===== config.mk =====
export PLATFORM = sky130hd
export DESIGN_NAME = qoi_image_encoder_core
export DESIGN_NICKNAME = d
export VERILOG_FILES = /design/src/rtl/core/qoi_enc_pkg.sv /design/src/rtl/core/qoi_enc_serializer.sv /design/src/rtl/core/qoi_image_encoder_core.sv
export SDC_FILE = /design/constraint.sdc
export NUM_CORES = 2
export LEC_CHECK = 0
export BUFFER_PORTS_ARGS = -buffer_cell sky130_fd_sc_hd__buf_2
export CAP_MARGIN = 20
export CELL_PAD_IN_SITES_DETAIL_PLACEMENT = 0
export CELL_PAD_IN_SITES_GLOBAL_PLACEMENT = 2
export CORE_MARGIN = 1.5
export CORE_UTILIZATION = 42
export CTS_BUF_LIST = sky130_fd_sc_hd__clkbuf_4 sky130_fd_sc_hd__clkbuf_8
export CTS_CLUSTER_DIAMETER = 80
export DETAILED_ROUTE_END_ITERATION = 7
export PLACE_DENSITY_LB_ADDON = 0.1
export SYNTH_ARGS = -nofsm -noshare
export SYNTH_HDL_FRONTEND = slang
export SYNTH_SLANG_ARGS = --single-unit

===== constraint.sdc =====
create_clock -name clock -period 13.5 [get_ports clock]
set_input_delay 1.35 -clock clock [delete_from_list [all_inputs] [get_ports clock]]
set_output_delay 1.35 -clock clock [all_outputs]
set_load 0.02 [all_outputs]

===== src/rtl/core/qoi_enc_pkg.sv =====
// Package for the QOI-style image encoder core.
// Holds the channel payload types, the internal packet descriptor, the op codes and the hash.
// No dependencies.
package qoi_enc_pkg;

   localparam int CSR_INDEX_WIDTH = 1;
   localparam int CSR_DATA_WIDTH  = 16;

   localparam logic [CSR_INDEX_WIDTH-1:0] CSR_WIDTH  = 1'b0;
   localparam logic [CSR_INDEX_WIDTH-1:0] CSR_HEIGHT = 1'b1;

   typedef struct packed {
      logic [7:0] red;
      logic [7:0] green;
      logic [7:0] blue;
      logic [7:0] alpha;
   } req_payload_type;

   typedef struct packed {
      logic [7:0] out_byte;
      logic       last_of_pixel;
      logic       end_of_stream;
   } rsp_payload_type;

   typedef enum logic [1:0] {
      BODY_NONE,
      BODY_INDEX,
      BODY_RGB,
      BODY_RGBA
   } body_type;

   typedef enum logic [1:0] {
      SEG_HDR,
      SEG_RUN,
      SEG_BODY,
      SEG_MARK
   } seg_type;

   typedef struct packed {
      logic            has_hdr;
      logic            has_run;
      logic [7:0]      run_byte;
      body_type        body;
      req_payload_type pixel;
      logic [5:0]      hash;
      logic            has_mark;
      logic [15:0]     width;
      logic [15:0]     height;
   } pkt_type;

   localparam req_payload_type PIXEL_RESET = 32'h0000_00FF;

   localparam logic [7:0] OP_RUN     = 8'hC0;
   localparam logic [7:0] OP_RGB     = 8'hFE;
   localparam logic [7:0] OP_RGBA    = 8'hFF;
   localparam logic [5:0] RUN_MAX    = 6'd62;
   localparam logic [7:0] MAGIC_Q    = 8'h71;
   localparam logic [7:0] MAGIC_O    = 8'h6F;
   localparam logic [7:0] MAGIC_I    = 8'h69;
   localparam logic [7:0] MAGIC_F    = 8'h66;
   localparam logic [7:0] CHANNELS   = 8'h03;
   localparam logic [7:0] COLORSPACE = 8'h00;
   localparam logic [7:0] MARK_FINAL = 8'h01;

   localparam logic [3:0] HDR_LAST  = 4'd13;
   localparam logic [3:0] RGB_LAST  = 4'd3;
   localparam logic [3:0] RGBA_LAST = 4'd4;
   localparam logic [3:0] MARK_LAST = 4'd7;

   function automatic logic [5:0] pixel_hash(input req_payload_type p);
      logic [12:0] sum;
      sum = 13'(p.red) * 13'd3 + 13'(p.green) * 13'd5 + 13'(p.blue) * 13'd7
            + 13'(p.alpha) * 13'd11;
      return sum[5:0];
   endfunction

endpackage


===== src/rtl/core/qoi_enc_serializer.sv =====
// Byte serializer of the QOI-style image encoder core.
// Walks one packet descriptor through header, run, body and end marker segments.
// Depends on qoi_enc_pkg.
module qoi_enc_serializer (
   input  logic                        clock,
   input  logic                        reset,
   input  logic                        pkt_valid,
   input  qoi_enc_pkg::pkt_type        pkt,
   output logic                        pkt_take,
   output logic                        rsp_valid,
   input  logic                        rsp_stall,
   output qoi_enc_pkg::rsp_payload_type rsp_payload
);
   import qoi_enc_pkg::*;

   pkt_type    cur_ff, cur_in;
   logic       cur_valid_ff, cur_valid_in;
   seg_type    seg_ff, seg_in;
   logic [3:0] cnt_ff, cnt_in;

   logic [3:0] seg_last_idx;
   logic       seg_end;
   logic       has_next;
   seg_type    next_seg;
   seg_type    first_seg;
   logic       byte_xfer;
   logic       pkt_done;
   logic [7:0] byte_val;

   always_comb begin
      unique case (seg_ff)
         SEG_HDR:  seg_last_idx = HDR_LAST;
         SEG_RUN:  seg_last_idx = 4'd0;
         SEG_BODY: begin
            unique case (cur_ff.body)
               BODY_RGB:  seg_last_idx = RGB_LAST;
               BODY_RGBA: seg_last_idx = RGBA_LAST;
               default:   seg_last_idx = 4'd0;
            endcase
         end
         SEG_MARK: seg_last_idx = MARK_LAST;
         default:  seg_last_idx = 4'd0;
      endcase
   end

   assign seg_end = (cnt_ff == seg_last_idx);

   always_comb begin
      has_next = 1'b1;
      next_seg = SEG_MARK;
      priority if (seg_ff == SEG_HDR && cur_ff.has_run) begin
         next_seg = SEG_RUN;
      end else if ((seg_ff == SEG_HDR || seg_ff == SEG_RUN) && cur_ff.body != BODY_NONE) begin
         next_seg = SEG_BODY;
      end else if (seg_ff != SEG_MARK && cur_ff.has_mark) begin
         next_seg = SEG_MARK;
      end else begin
         has_next = 1'b0;
      end
   end

   always_comb begin
      priority if (pkt.has_hdr) begin
         first_seg = SEG_HDR;
      end else if (pkt.has_run) begin
         first_seg = SEG_RUN;
      end else if (pkt.body != BODY_NONE) begin
         first_seg = SEG_BODY;
      end else begin
         first_seg = SEG_MARK;
      end
   end

   assign byte_xfer = cur_valid_ff && !rsp_stall;
   assign pkt_done  = byte_xfer && seg_end && !has_next;
   assign pkt_take  = !cur_valid_ff || pkt_done;

   always_comb begin
      cur_in       = cur_ff;
      cur_valid_in = cur_valid_ff;
      seg_in       = seg_ff;
      cnt_in       = cnt_ff;
      if (pkt_take) begin
         cur_valid_in = pkt_valid;
         if (pkt_valid) begin
            cur_in = pkt;
            seg_in = first_seg;
            cnt_in = 4'd0;
         end
      end else if (byte_xfer) begin
         if (seg_end) begin
            seg_in = next_seg;
            cnt_in = 4'd0;
         end else begin
            cnt_in = cnt_ff + 4'd1;
         end
      end
   end

   always_ff @(posedge clock) begin
      if (reset) begin
         cur_valid_ff <= 1'b0;
      end else begin
         cur_valid_ff <= cur_valid_in;
      end
      cur_ff <= cur_in;
      seg_ff <= seg_in;
      cnt_ff <= cnt_in;
   end

   always_comb begin
      byte_val = 8'h00;
      unique case (seg_ff)
         SEG_HDR: begin
            unique case (cnt_ff)
               4'd0:    byte_val = MAGIC_Q;
               4'd1:    byte_val = MAGIC_O;
               4'd2:    byte_val = MAGIC_I;
               4'd3:    byte_val = MAGIC_F;
               4'd6:    byte_val = cur_ff.width[15:8];
               4'd7:    byte_val = cur_ff.width[7:0];
               4'd10:   byte_val = cur_ff.height[15:8];
               4'd11:   byte_val = cur_ff.height[7:0];
               4'd12:   byte_val = CHANNELS;
               4'd13:   byte_val = COLORSPACE;
               default: byte_val = 8'h00;
            endcase
         end
         SEG_RUN: byte_val = cur_ff.run_byte;
         SEG_BODY: begin
            if (cur_ff.body == BODY_INDEX) begin
               byte_val = {2'b00, cur_ff.hash};
            end else begin
               unique case (cnt_ff)
                  4'd0:    byte_val = (cur_ff.body == BODY_RGB) ? OP_RGB : OP_RGBA;
                  4'd1:    byte_val = cur_ff.pixel.red;
                  4'd2:    byte_val = cur_ff.pixel.green;
                  4'd3:    byte_val = cur_ff.pixel.blue;
                  default: byte_val = cur_ff.pixel.alpha;
               endcase
            end
         end
         SEG_MARK: byte_val = (cnt_ff == MARK_LAST) ? MARK_FINAL : 8'h00;
         default:  byte_val = 8'h00;
      endcase
   end

   assign rsp_valid                 = cur_valid_ff;
   assign rsp_payload.out_byte      = byte_val;
   assign rsp_payload.last_of_pixel = seg_end && !has_next;
   assign rsp_payload.end_of_stream = (seg_ff == SEG_MARK) && (cnt_ff == MARK_LAST);

endmodule


===== src/rtl/core/qoi_image_encoder_core.sv =====
// Top level of the QOI-style image encoder core: pixel stage, color index table, packet queue.
// Depends on qoi_enc_pkg and qoi_enc_serializer.
//
//   Channel   Direction  Ports                               Transfer when
//   req       in         req_valid, req_stall, req_payload   req_valid and not req_stall
//   rsp       out        rsp_valid, rsp_stall, rsp_payload   rsp_valid and not rsp_stall
//   csr       in         csr_wr_en, csr_index, csr_wdata     csr_wr_en
//
// A pixel that only extends a run is taken every cycle unless the pixel ahead of it waits for the packet register.
// A pixel that produces n bytes sends them one at a time over the single byte output lane.
// Its first byte is registered in the pixel stage, the packet register and the serializer's packet register.
// Up to two packets wait between the pixel stage and the output, so input flows on during output.
// Reset is synchronous and takes effect at once; the index table uses per-entry valid bits.
module qoi_image_encoder_core (
   input  logic                                      clock,
   input  logic                                      reset,
   input  logic                                      req_valid,
   output logic                                      req_stall,
   input  qoi_enc_pkg::req_payload_type              req_payload,
   output logic                                      rsp_valid,
   input  logic                                      rsp_stall,
   output qoi_enc_pkg::rsp_payload_type              rsp_payload,
   input  logic                                      csr_wr_en,
   input  logic [qoi_enc_pkg::CSR_INDEX_WIDTH-1:0]   csr_index,
   input  logic [qoi_enc_pkg::CSR_DATA_WIDTH-1:0]    csr_wdata
);
   import qoi_enc_pkg::*;

   logic [15:0]     width_ff, width_in;
   logic [15:0]     height_ff, height_in;
   logic [31:0]     total_ff, total_in;

   logic            s1_valid_ff, s1_valid_in;
   req_payload_type pix_ff;
   logic [5:0]      hash_ff;
   logic [31:0]     tbl_rd_ff;
   logic            rd_valid_ff, rd_valid_in;
   logic            fwd_ff, fwd_in;
   req_payload_type fwd_pix_ff;

   logic [31:0]     tbl_mem [64];
   logic [63:0]     tbl_vld_ff, tbl_vld_in;

   req_payload_type prev_ff, prev_in;
   logic [5:0]      run_ff, run_in;
   logic [31:0]     count_ff, count_in;
   logic            hdr_sent_ff, hdr_sent_in;

   pkt_type         pkt_ff, pkt_in;
   logic            pkt_valid_ff, pkt_valid_in;
   logic            pkt_take;

   logic            req_xfer;
   logic [5:0]      h_in;
   logic            s1_fire;
   logic            s1_load;
   logic [31:0]     count_next;
   logic            last;
   logic            same;
   logic [5:0]      run_inc;
   logic [5:0]      run_new;
   logic [31:0]     tbl_val;
   logic            hit;
   logic            tbl_wr;
   logic            nonempty;
   pkt_type         s1_pkt;

   always_comb begin
      width_in  = width_ff;
      height_in = height_ff;
      if (csr_wr_en) begin
         unique case (csr_index)
            CSR_WIDTH:  width_in  = csr_wdata;
            CSR_HEIGHT: height_in = csr_wdata;
            default:    width_in  = width_ff;
         endcase
      end
   end

   assign total_in = 32'(width_in) * 32'(height_in);

   assign req_xfer = req_valid && !req_stall;
   assign h_in     = pixel_hash(req_payload);

   assign count_next = count_ff + 32'd1;
   assign last       = (count_next == total_ff);
   assign same       = (pix_ff == prev_ff);
   assign run_inc    = run_ff + 6'd1;
   assign tbl_val    = !rd_valid_ff ? 32'd0 : (fwd_ff ? fwd_pix_ff : tbl_rd_ff);
   assign hit        = (tbl_val == pix_ff);

   always_comb begin
      s1_pkt          = '0;
      s1_pkt.has_hdr  = !hdr_sent_ff;
      s1_pkt.pixel    = pix_ff;
      s1_pkt.hash     = hash_ff;
      s1_pkt.has_mark = last;
      s1_pkt.width    = width_ff;
      s1_pkt.height   = height_ff;
      s1_pkt.body     = BODY_NONE;
      tbl_wr          = 1'b0;
      run_new         = 6'd0;
      if (same) begin
         if (run_inc == RUN_MAX) begin
            s1_pkt.has_run  = 1'b1;
            s1_pkt.run_byte = OP_RUN | {2'b00, run_inc - 6'd1};
         end else begin
            run_new = run_inc;
         end
      end else begin
         s1_pkt.has_run  = (run_ff != 6'd0);
         s1_pkt.run_byte = OP_RUN | {2'b00, run_ff - 6'd1};
         if (hit) begin
            s1_pkt.body = BODY_INDEX;
         end else begin
            tbl_wr      = 1'b1;
            s1_pkt.body = (pix_ff.alpha == prev_ff.alpha) ? BODY_RGB : BODY_RGBA;
         end
      end
      if (last && run_new != 6'd0) begin
         s1_pkt.has_run  = 1'b1;
         s1_pkt.run_byte = OP_RUN | {2'b00, run_new - 6'd1};
      end
   end

   assign nonempty = s1_pkt.has_hdr || s1_pkt.has_run || s1_pkt.body != BODY_NONE || last;
   assign s1_fire  = s1_valid_ff && (!nonempty || !pkt_valid_ff || pkt_take);
   assign s1_load  = s1_fire && nonempty;

   assign req_stall = s1_valid_ff && !s1_fire;

   always_comb begin
      s1_valid_in = s1_valid_ff;
      if (req_xfer) begin
         s1_valid_in = 1'b1;
      end else if (s1_fire) begin
         s1_valid_in = 1'b0;
      end
   end

   // The table entry of the next pixel is read while the current pixel may write
   // or clear it, so the write is forwarded and an image end hides the old contents.
   always_comb begin
      fwd_in      = s1_fire && tbl_wr && !last && (hash_ff == h_in);
      rd_valid_in = (s1_fire && last) ? 1'b0 : (fwd_in || tbl_vld_ff[h_in]);
   end

   always_comb begin
      tbl_vld_in = tbl_vld_ff;
      if (s1_fire && last) begin
         tbl_vld_in = '0;
      end else if (s1_fire && tbl_wr) begin
         tbl_vld_in[hash_ff] = 1'b1;
      end
   end

   always_comb begin
      prev_in     = prev_ff;
      run_in      = run_ff;
      count_in    = count_ff;
      hdr_sent_in = hdr_sent_ff;
      if (s1_fire) begin
         if (last) begin
            prev_in     = PIXEL_RESET;
            run_in      = 6'd0;
            count_in    = 32'd0;
            hdr_sent_in = 1'b0;
         end else begin
            prev_in     = pix_ff;
            run_in      = run_new;
            count_in    = count_next;
            hdr_sent_in = 1'b1;
         end
      end
   end

   always_comb begin
      pkt_in       = pkt_ff;
      pkt_valid_in = pkt_valid_ff;
      if (s1_load) begin
         pkt_in       = s1_pkt;
         pkt_valid_in = 1'b1;
      end else if (pkt_take) begin
         pkt_valid_in = 1'b0;
      end
   end

   always_ff @(posedge clock) begin
      if (tbl_wr && s1_fire) begin
         tbl_mem[hash_ff] <= pix_ff;
      end
      if (req_xfer) begin
         tbl_rd_ff <= tbl_mem[h_in];
      end
   end

   always_ff @(posedge clock) begin
      if (reset) begin
         width_ff     <= 16'd1;
         height_ff    <= 16'd1;
         total_ff     <= 32'd1;
         s1_valid_ff  <= 1'b0;
         tbl_vld_ff   <= '0;
         prev_ff      <= PIXEL_RESET;
         run_ff       <= 6'd0;
         count_ff     <= 32'd0;
         hdr_sent_ff  <= 1'b0;
         pkt_valid_ff <= 1'b0;
      end else begin
         width_ff     <= width_in;
         height_ff    <= height_in;
         total_ff     <= total_in;
         s1_valid_ff  <= s1_valid_in;
         tbl_vld_ff   <= tbl_vld_in;
         prev_ff      <= prev_in;
         run_ff       <= run_in;
         count_ff     <= count_in;
         hdr_sent_ff  <= hdr_sent_in;
         pkt_valid_ff <= pkt_valid_in;
      end
      pkt_ff   <= pkt_in;
      if (req_xfer) begin
         pix_ff      <= req_payload;
         hash_ff     <= h_in;
         rd_valid_ff <= rd_valid_in;
         fwd_ff      <= fwd_in;
         fwd_pix_ff  <= pix_ff;
      end
   end

   qoi_enc_serializer u_serializer (
      .clock       (clock),
      .reset       (reset),
      .pkt_valid   (pkt_valid_ff),
      .pkt         (pkt_ff),
      .pkt_take    (pkt_take),
      .rsp_valid   (rsp_valid),
      .rsp_stall   (rsp_stall),
      .rsp_payload (rsp_payload)
   );

endmodule


==> flow_summary.json <==
{
  "status": "finished, final reports clean",
  "clockRootBuffer": "clkbuf_8",
  "ys_async_sr_fraction": 0,
  "vias": 57400,
  "detail-route-antenna-nets": 0,
  "row_count": 185,
  "stdcell_count": 9958,
  "seq_area_frac_synth": 0.686,
  "synthesis.nets": 6268,
  "ctsResizeCount": 0,
  "endpoint": "total_ff[31]",
  "total_power_mw": 25.3,
  "clk_path_buf_depth": 4,
  "setup_ws_ps": 6010,
  "crit_top_cell": "fa_1",
  "maxSlewViolCount": 0,
  "crit_type": "in2reg",
  "synth.avg_cell_area_um2": 18.3,
  "reg2reg_from": "width_ff[14]",
  "dieArea_um2": 259000,
  "wl_per_cell_um": 31.7,
  "synth_top_flop_cell": "edfxtp_1",
  "cts_tree": "yes",
  "synthCells": 5862,
  "worst_clock_skew_ps": 151,
  "grt_pass1_wl_mm": 446,
  "startpoint_type": "input port",
  "critPathLaunch": "csr_index",
  "design_area_um2": 121000,
  "rrSetupSlack_ps": 6540,
  "fp.dieW_um": 509,
  "drcViolationCount": 0,
  "grt_use_total": 0.245,
  "grt_antenna_before_repair": 37,
  "setup_viol": 0,
  "yosys.area.top_type_share": 0.648,
  "cap_viol_max_count": 0,
  "min_path_type": "in2reg",
  "cts_setup_buffers": 0,
  "synth.distinct_cells": 74,
  "fin_crit_ps": 7490,
  "nFillCells": 21500,
  "syn_area_um2": 108000,
  "cts_buffers": 431,
  "max_slew_margin": 0.267,
  "worstMarginPinSlew_ps": 1090,
  "place_hpwl_mm": 183,
  "worstPathRequired_ps": 14500,
  "finalWirelength_mm": 315,
  "p_leak_nw": 40.5,
  "clock_sink_count": 2523,
  "dp_cells": 9182,
  "reg2regPathDepth": 22,
  "fin_hold_ws_ps": 370,
  "first_pass_iters": 5,
  "cts_max_level": 5,
  "yosys_warnings": 0,
  "max_freq_mhz": 133,
  "placed_area_um2": 113000,
  "yosysMostFrequentCell": "edfxtp_1",
  "drt_iter0_drc": 6474,
  "synth_edf_count": 2321,
  "arrival_ps": 8490,
  "path_clk_slew_ps": 60,
  "ys_ff_latch": 2523,
  "grt_start_max_net_pins": 104,
  "setup_tns_ps": 0,
  "io_buffers": 65,
  "fin_crit_sh": 0.555,
  "pin_count": 66,
  "ir_worst_vdd_v": 0.000463,
  "grt.overflow.total": 0,
  "layout-drive-gt1-share": 0.267,
  "fp.dieH_um": 509,
  "critPathMaxFanout": 24,
  "dp_slack_ps": 4930,
  "finalHoldViolCount": 0,
  "grt_pass1_vias": 59000,
  "gp_congestion": 0.819,
  "grt_setup_unrepaired": "no",
  "critPathMaxStageDelay_ps": 850,
  "synth_largest_area_cell": "edfxtp_1",
  "worstSkewPairLatency_ps": 1180,
  "core_um2": 254000,
  "start_util": 0.423,
  "synth_common_cells": "edfxtp_1, mux4_2, nor2_1",
  "hold_buffers": 0,
  "crit_path_top_delay_cell": "mux2i_1",
  "fin_util": 0.476,
  "end_kind": "flip-flop",
  "area_growth_pct": 12.6,
  "num-nets-final": 6656,
  "timing.rr.end": "total_ff[31]",
  "synth.area.top_cells": "edfxtp_1, mux4_2, fa_1",
  "p_per_area_nw_per_um2": 209,
  "via_per_inst": 5.77
}
[worst max-delay path, delay by kind of cell]
kind	cells	cell delay, ps
AO/OA/AOI/OAI	7	1440
AND/OR/NAND/NOR	4	640
adder cells (fa/ha/maj)	7	3520
multiplexers	1	850
buffers and inverters	6	640
[worst min path at each step]
stage	cells after the start	from	endpoint
2_1_floorplan	0	pkt_ff[0]	u_serializer.cur_ff[0]
3_3_place_gp	0	pkt_ff[70]	u_serializer.cur_ff[70]
3_5_place_dp	0	pkt_ff[23]	u_serializer.cur_ff[23]
4_1_cts	1	req_payload[6]	pix_ff[6]
5_1_grt	1	req_payload[6]	pix_ff[6]
6_report	1	req_payload[7]	pix_ff[7]
[cell usage in the layout (no fill, tap or decap), drive strengths merged, types with 10 or more instances in the layout]
| master | n |
|---|---|
| nor2b | 24 |
| nand2b | 25 |
| or4 | 14 |
| mux4 | 693 |
| o21bai | 10 |
| nand3 | 73 |
| and3 | 32 |
| ha | 135 |
| inv | 294 |
| nand4 | 26 |
| clkinv | 150 |
| and2 | 27 |
| nor3 | 74 |
| clkbuf | 595 |
| nor4b | 14 |
| xor2 | 93 |
| xnor2 | 61 |
| a21o | 24 |
| mux2i | 50 |
| nor2 | 346 |
| dfxtp | 202 |
| a31o | 13 |
| a22oi | 12 |
| a221oi | 13 |
| or3 | 16 |
| fa | 217 |
| mux2 | 35 |
| a211oi | 19 |
| edfxtp | 2321 |
| a21oi | 132 |
| a31oi | 28 |
| or2 | 13 |
| nand2 | 272 |
| diode | 11 |
| buf | 247 |
| a22o | 12 |
| o21ai | 114 |
| nor4 | 35 |
[metal layers]
layer	global-route usage	part of all wire
met1	0.361	0.44
met2	0.383	0.47
met3	0.0436	0.072
met4	0.0490	0.014
met5	0	0.000038
[cell families after synthesis]
group / after synthesis / synth area share
muxes: 778 / 0.153
AOI/OAI and AO/OA: 451 / 0.0266
buffers and inverters: 580 / 0.0204
adders and majority gates: 352 / 0.0561
xor gates and xnor gates: 155 / 0.0128
DFF: 2523 / 0.686
and+or+nand+nor: 1023 / 0.0447
[registers in the layout, summed over array words and instances, names as in the netlist, 16 cells and up]
signal and count:
tbl_rd_ff 32, tbl_vld_ff 64, height_ff 16, u_serializer.cur_ff 81
pix_ff 32, tbl_mem 2048, prev_ff 32, fwd_pix_ff 32
count_ff 32, total_ff 32, pkt_ff 82, width_ff 16
[power breakdown]
group | switching [mW] | internal [mW] | total (mW)
registers | 0.122 | 8.98 | 9.10
logic | 5.83 | 3.74 | 9.57
clock network | 3.05 | 3.58 | 6.64
[area by class of cell]
| class | instances | area (µm²) | share of cell area |
|---|---|---|---|
| clock buffer | 595 | 7240 | 0.0598 |
| tap | 3366 | 4210 | 0.0348 |
| antenna | 11 | 27.5 | 0.000227 |
| multi-input combinational | 2759 | 32000 | 0.264 |
| clock inverter | 169 | 962 | 0.00795 |
| inverter | 288 | 1080 | 0.00893 |
| sequential | 2523 | 73700 | 0.609 |
| timing repair buffer | 247 | 1790 | 0.0148 |
(Power assumes the default switching activity.)
